--- src/sv/blma_pkg.sv ---
package blma_pkg;

  localparam int LEVEL_W  = 12;
  localparam int GAIN_W   = 24;
  localparam int PCT_W    = 7;
  localparam int CFG_IDX_W = 1;
  localparam int CFG_DATA_W = GAIN_W;

  localparam int WINDOW_DEF = 20;

  localparam logic [LEVEL_W-1:0] EMPTY_LEVEL_RST  = LEVEL_W'(2358);
  localparam logic [GAIN_W-1:0]  PERCENT_GAIN_RST = GAIN_W'(56334);
  localparam logic [PCT_W-1:0]   FULL_PCT         = PCT_W'(100);

  typedef enum logic [CFG_IDX_W-1:0] {
    CFG_EMPTY_LEVEL  = 1'b0,
    CFG_PERCENT_GAIN = 1'b1
  } cfg_idx_e;

  // One step of the sample window.
  typedef struct packed {
    logic               load;
    logic [LEVEL_W-1:0] sample;
  } win_step_t;

  function automatic int sum_width(input int window);
    sum_width = $clog2(window * 4095 + 1);
  endfunction

endpackage

--- src/sv/blma_window.sv ---
module blma_window
  import blma_pkg::*;
#(
  parameter int WINDOW = WINDOW_DEF,
  parameter int SUM_W  = sum_width(WINDOW)
) (
  input  logic             clk_i,
  input  logic             rst_ni,
  input  win_step_t        step_i,
  output logic [SUM_W-1:0] sum_o
);

  logic [LEVEL_W-1:0] line_q [WINDOW];
  logic [SUM_W-1:0]   sum_q, sum_d;
  logic               primed_q;

  // first sample seeds every tap, so the sum is just WINDOW * sample
  always_comb begin
    if (primed_q) begin
      sum_d = sum_q - SUM_W'(line_q[WINDOW-1]) + SUM_W'(step_i.sample);
    end else begin
      sum_d = SUM_W'(step_i.sample) * SUM_W'(WINDOW);
    end
  end

  always_ff @(posedge clk_i or negedge rst_ni) begin
    if (!rst_ni) begin
      sum_q    <= '0;
      primed_q <= 1'b0;
    end else if (step_i.load) begin
      sum_q    <= sum_d;
      primed_q <= 1'b1;
    end
  end

  always_ff @(posedge clk_i) begin
    if (step_i.load) begin
      line_q[0] <= step_i.sample;
      for (int i = 1; i < WINDOW; i++) begin
        line_q[i] <= primed_q ? line_q[i-1] : step_i.sample;
      end
    end
  end

  assign sum_o = sum_q;

endmodule

--- src/sv/battery_level_moving_average_top.sv ---
// Throughput: one sample per cycle while the result side does not stall;
// four pipeline stages (input, window sum, multiply, output) each fill a
// bubble while the result side stalls.
// Reset: valid bits, window sum and primed flag clear; registers take their
// defaults (empty level 2358, gain 56334). The window taps need no reset.
module battery_level_moving_average_top
  import blma_pkg::*;
#(
  parameter int WINDOW = WINDOW_DEF
) (
  input  logic                  clk_i,
  input  logic                  rst_ni,
  // sample channel
  input  logic                  sample_valid_i,
  output logic                  sample_stall_o,
  input  logic [LEVEL_W-1:0]    sample_i,
  // result channel
  output logic                  result_valid_o,
  input  logic                  result_stall_i,
  output logic [PCT_W-1:0]      charge_percent_o,
  output logic [LEVEL_W-1:0]    average_level_o,
  // configuration writes
  input  logic                  cfg_we_i,
  input  logic [CFG_IDX_W-1:0]  cfg_index_i,
  input  logic [CFG_DATA_W-1:0] cfg_data_i
);

  localparam int SUM_W   = sum_width(WINDOW);
  // floor(sum / WINDOW) as (sum * RECIP) >> SHIFT, exact for any SUM_W-bit sum
  localparam int SHIFT   = SUM_W + $clog2(WINDOW);
  localparam int RECIP_W = SUM_W + 1;
  localparam logic [RECIP_W-1:0] RECIP =
    RECIP_W'(((64'd1 << SHIFT) + 64'(WINDOW) - 64'd1) / 64'(WINDOW));
  localparam int PROD_W  = SUM_W + GAIN_W;

  // ---------------------------------------------------------------------
  // Configuration. The empty level is kept pre-scaled by WINDOW so the
  // datapath compares it straight against the window sum.
  // ---------------------------------------------------------------------
  logic [SUM_W-1:0]  floor_q;
  logic [GAIN_W-1:0] gain_q;

  always_ff @(posedge clk_i or negedge rst_ni) begin
    if (!rst_ni) begin
      floor_q <= SUM_W'(EMPTY_LEVEL_RST) * SUM_W'(WINDOW);
      gain_q  <= PERCENT_GAIN_RST;
    end else if (cfg_we_i) begin
      unique case (cfg_idx_e'(cfg_index_i))
        CFG_EMPTY_LEVEL:  floor_q <= SUM_W'(cfg_data_i[LEVEL_W-1:0]) * SUM_W'(WINDOW);
        CFG_PERCENT_GAIN: gain_q  <= cfg_data_i[GAIN_W-1:0];
        default: ;
      endcase
    end
  end

  // ---------------------------------------------------------------------
  // Pipeline flow control: a stage takes a new beat when it is empty or
  // its content moves on in the same cycle.
  // ---------------------------------------------------------------------
  logic v0_q, v1_q, v2_q, vo_q;
  logic rdy0, rdy1, rdy2, rdy3;

  always_comb begin
    rdy3 = !vo_q || !result_stall_i;
    rdy2 = !v2_q || rdy3;
    rdy1 = !v1_q || rdy2;
    rdy0 = !v0_q || rdy1;
  end

  assign sample_stall_o = !rdy0;

  always_ff @(posedge clk_i or negedge rst_ni) begin
    if (!rst_ni) begin
      v0_q <= 1'b0;
      v1_q <= 1'b0;
      v2_q <= 1'b0;
      vo_q <= 1'b0;
    end else begin
      if (rdy0) v0_q <= sample_valid_i;
      if (rdy1) v1_q <= v0_q;
      if (rdy2) v2_q <= v1_q;
      if (rdy3) vo_q <= v2_q;
    end
  end

  // Stage 0: input register
  logic [LEVEL_W-1:0] sample_q;

  always_ff @(posedge clk_i) begin
    if (rdy0 && sample_valid_i) sample_q <= sample_i;
  end

  // Stage 1: window update; the running sum register is this stage's data
  win_step_t        step;
  logic [SUM_W-1:0] sum;

  assign step.load   = v0_q && rdy1;
  assign step.sample = sample_q;

  blma_window #(
    .WINDOW (WINDOW),
    .SUM_W  (SUM_W)
  ) u_window (
    .clk_i  (clk_i),
    .rst_ni (rst_ni),
    .step_i (step),
    .sum_o  (sum)
  );

  // Stage 2: gain multiply and reciprocal multiply, side by side
  logic [SUM_W-1:0]         diff;
  logic [PROD_W-1:0]        prod_q;
  logic                     above_q;
  logic [SUM_W+RECIP_W-1:0] quot;
  logic [LEVEL_W-1:0]       avg_q;

  assign diff = sum - floor_q;
  assign quot = (SUM_W+RECIP_W)'(sum) * (SUM_W+RECIP_W)'(RECIP);

  always_ff @(posedge clk_i) begin
    if (v1_q && rdy2) begin
      above_q <= sum > floor_q;
      prod_q  <= PROD_W'(diff) * PROD_W'(gain_q);
      avg_q   <= quot[SHIFT +: LEVEL_W];
    end
  end

  // Stage 3: drop the Q0.24 fraction, zero at or below empty, clamp at full, output register
  logic [SUM_W-1:0] scaled;
  logic [PCT_W-1:0] pct;

  assign scaled = prod_q[GAIN_W +: SUM_W];

  always_comb begin
    if (!above_q) begin
      pct = '0;
    end else if (scaled > SUM_W'(FULL_PCT)) begin
      pct = FULL_PCT;
    end else begin
      pct = scaled[PCT_W-1:0];
    end
  end

  always_ff @(posedge clk_i) begin
    if (v2_q && rdy3) begin
      charge_percent_o <= pct;
      average_level_o  <= avg_q;
    end
  end

  assign result_valid_o = vo_q;

  // ---------------------------------------------------------------------
  // Checks
  // ---------------------------------------------------------------------
  a_no_drop: assert property (@(posedge clk_i) disable iff (!rst_ni)
    v2_q && vo_q && result_stall_i |=> v2_q && vo_q)
    else $error("beat lost while output stalled");

  a_empty_takes: assert property (@(posedge clk_i) disable iff (!rst_ni)
    !v0_q |-> !sample_stall_o)
    else $error("empty input stage stalls");

  a_pct_range: assert property (@(posedge clk_i) disable iff (!rst_ni)
    result_valid_o |-> charge_percent_o <= FULL_PCT)
    else $error("charge above full");

endmodule
--- config.mk ---
export PLATFORM = sky130hd
export DESIGN_NAME = battery_level_moving_average_top
export DESIGN_NICKNAME = d
export VERILOG_FILES = /design/src/sv/blma_pkg.sv /design/src/sv/blma_window.sv /design/src/sv/battery_level_moving_average_top.sv
export SDC_FILE = /design/constraint.sdc
export NUM_CORES = 2
export LEC_CHECK = 0
export BUFFER_PORTS_ARGS = -buffer_cell sky130_fd_sc_hd__buf_2
export CAP_MARGIN = 20
export CORE_ASPECT_RATIO = 1.25
export CORE_MARGIN = 1
export CORE_UTILIZATION = 57
export DETAILED_ROUTE_END_ITERATION = 8
export PLACE_DENSITY = 0.75
export SLEW_MARGIN = 30
export SYNTH_ARGS = -nofsm -noshare
export SYNTH_HDL_FRONTEND = slang
export SYNTH_SLANG_ARGS = --single-unit
--- constraint.sdc ---
create_clock -name clk_i -period 23 [get_ports clk_i]
set_input_delay 3.45 -clock clk_i [delete_from_list [all_inputs] [get_ports clk_i]]
set_output_delay 3.45 -clock clk_i [all_outputs]
set_load 0.005 [all_outputs]
==> flow_summary.ini <==
[floorplan]
num_rows = 99
die_area_sq_mm = 0.05974
pin_count = 63
die_x_um = 218.8
start_util_pct = 57.53
die_h_um = 273.0
core_sq_mm = 0.05822

[timing]
finalSetupTns_ps = 0
clock_skew_ps = 24.64
rsz0062_at_grt = false
timing.final.hold_violations = 0
slew_headroom_pct = 30.60
max_freq_mhz = 111.2
period_minus_slack_ps = 8994
period_share_pct = 39.11
drv_slew = 0
tightest_slew_ps = 1041
setup_viol = 0

[synthesis]
synth_edf_count = 301
synth.distinct_cells = 63
yosys_warnings = 0
ys.flop_type = edfxtp_1
synth_top_family_by_area = adder cells
synth_xor_area_share_pct = 1.778
ys_seq_area_share_pct = 31.60
async_flop_share_pct = 16.85
synth_compound_gate_area_share_pct = 4.199
ys_ff_latch = 362
syn_inst = 3335
synthMuxAreaShare_pct = 1.879
syn_area_sq_mm = 0.03350
syn-num-nets = 4122
synth_area_per_cell_sq_um = 10.04
synth-simple-area-share_pct = 14.16
synth_fa_ha_area_share_pct = 37.47

[global_route]
grt_pass1_vias = 23131
grt_max_degree = 108
grt_overflow = 0
globalRouteTotalUtil_pct = 24.27
grt_pass1_wl_um = 114800
antenna_found_initial = 0

[clocking]
cts_resized = 0
cts_buffers = 38
cts.path.max_buffers = 3
path_clk_slew_ps = 60
cts_tree = built
h-tree-depth = 2
cts_hold_buf = 0
cts.sinks = 362
clockRootBuffer = clkbuf_16
postCtsSetupBuffers = 0
clk_latency_ps = 590

[cells_and_area]
drive_gt1_share_pct = 6.366
layout_commonest_cell = nand2_1
layout_common_cells = nand2_1 (758), inv_1 (646), fa_1 (429), ha_1 (315), edfxtp_1 (301)
nNetsFinal = 4105
area.growth.synth_to_final_pct = 6.649
antenna_cells = 0
num-fill-cells = 4736

[setup_path]
crit_slowest_cell = a221oi_2
timing.rr.end = prod_q[34]
reg2reg_depth = 29
regToRegStartpoint = u_window.sum_o[2]
cp_max_fo = 24
crit_top_cell = fa_1
cp.arrival_ps = 9310
critPathMaxStageDelay_ps = 580
critical_path_class = reg2reg
r2r_slack_ps = 14010
required_ps = 23320
endpoint_kind = register
cp-start-kind = register

[min_path]
min_path_cells = 0
min_path_type = reg2reg
min_from = avg_q[4]
hold_path_end = average_level_o[4]

[job]
cap_violations = 0

[route]
wirelength_um = 69660
vias_per_cell = 5.401
ant_nets = 0
avgRoutedWirePerCell_um = 16.98
drt_iter0_markers = 1365
vias = 22160
drtPass1Iterations = 5
drc = 0

[status]
status = complete, no violations

[placed_design]
dpl.hpwl_um = 51520
routabilityCongestion = 0.9372
port_buffers = 62
Yosys cell counts, types with 4 or more instances:
cell | n | share of area, %
o21a_1 | 8 | 0.18
nand4_1 | 12 | 0.22
nor3_1 | 22 | 0.33
o311ai_0 | 4 | 0.10
nor3b_1 | 5 | 0.11
and3_1 | 23 | 0.43
mux2_2 | 35 | 1.2
a31oi_1 | 7 | 0.13
o21ai_0 | 43 | 0.64
fa_1 | 430 | 26
buf_1 | 9 | 0.10
ha_1 | 315 | 12
inv_1 | 647 | 7.3
edfxtp_1 | 301 | 27
o21bai_1 | 12 | 0.27
nand2b_1 | 46 | 0.86
a31o_2 | 4 | 0.10
nand2_1 | 758 | 8.5
a21oi_1 | 61 | 0.91
or2_2 | 4 | 0.075
o211ai_1 | 5 | 0.11
mux2i_1 | 19 | 0.57
nor2b_1 | 14 | 0.26
mux2_1 | 4 | 0.13
xnor2_1 | 44 | 1.2
or3_1 | 4 | 0.075
xor2_1 | 24 | 0.63
clkbuf_1 | 135 | 1.5
nand3_1 | 50 | 0.75
and2_1 | 96 | 1.8
nor2_1 | 56 | 0.63
dfstp_2 | 15 | 1.2
a211oi_1 | 13 | 0.29
a21o_1 | 24 | 0.54
dfrtp_1 | 46 | 3.4
routing by layer:
| metal | wire (um) | track usage, % |
|---|---|---|
| met1 | 26950 | 29.05 |
| met2 | 36400 | 43.46 |
| met3 | 3258 | 3.372 |
| met4 | 3059 | 10.38 |
| met5 | 0 | 0 |
state kept, by name (all words and copies together) (netlist names), 12 cells and up:
register	count
prod_q	17
floor_q	15
u_window.sum_o	17
average_level_o	12
sample_q	12
u_window.line_q	240
gain_q	24
avg_q	12
through the flow:
step                      setup WS [ps]  util (%)  hold WS [ps]  cells  area, sq um
after detailed placement          14040     59.16         416.3   4034        34440
after global placement            14230     59.14         405.7   4034        34430
after global routing              13570     61.36         431.6   4103        35720
final                             14010     61.36         420.2   4103        35720
after floorplan                   11580         -         400.3   3335        33500
after CTS                         14040     61.30         428.8   4102        35690
how the worst max path moves through the flow:
stage	startpoint	endpoint	depth (start not counted)
floorplan	result_stall_i	u_window.sum_o[15]	6
global placement	u_window.sum_o[8]	prod_q[34]	26
detailed placement	u_window.sum_o[2]	prod_q[34]	29
CTS	u_window.sum_o[2]	prod_q[34]	29
global route	u_window.sum_o[2]	prod_q[34]	29
finish	u_window.sum_o[2]	prod_q[34]	29
area by class of cell:
cell class / instances / area (sq um) / area share (%)
well taps: 757 / 947.2 / 2.651
clock buffers: 44 / 983.4 / 2.753
repair buffers: 89 / 540.5 / 1.513
multi-input cells: 2180 / 19970 / 55.89
clock inverters: 24 / 262.8 / 0.7355
flip-flops and latches: 362 / 10590 / 29.64
inverters: 647 / 2436 / 6.819
cell families after synthesis:
group                      after synthesis
DFF                                    362
and+or+nand+nor                       1096
buffers and inverters                  793
xor gates and xnor gates                68
AOI/OAI and AO/OA                      213
adders and majority gates              745
muxes                                   58
critical path, delay by kind of cell, from the launching register on:
| family | cells | cell delay (ps) |
|---|---|---|
| adders and majority gates | 9 | 3690 |
| DFF | 1 | 430 |
| and+or+nand+nor | 3 | 810 |
| buffers and inverters | 5 | 620 |
| xor gates and xnor gates | 2 | 300 |
| AOI/OAI and AO/OA | 10 | 2860 |
Power is not shown: default switching activity piles up to over one toggle a cycle in this logic, so the estimate is an artifact.
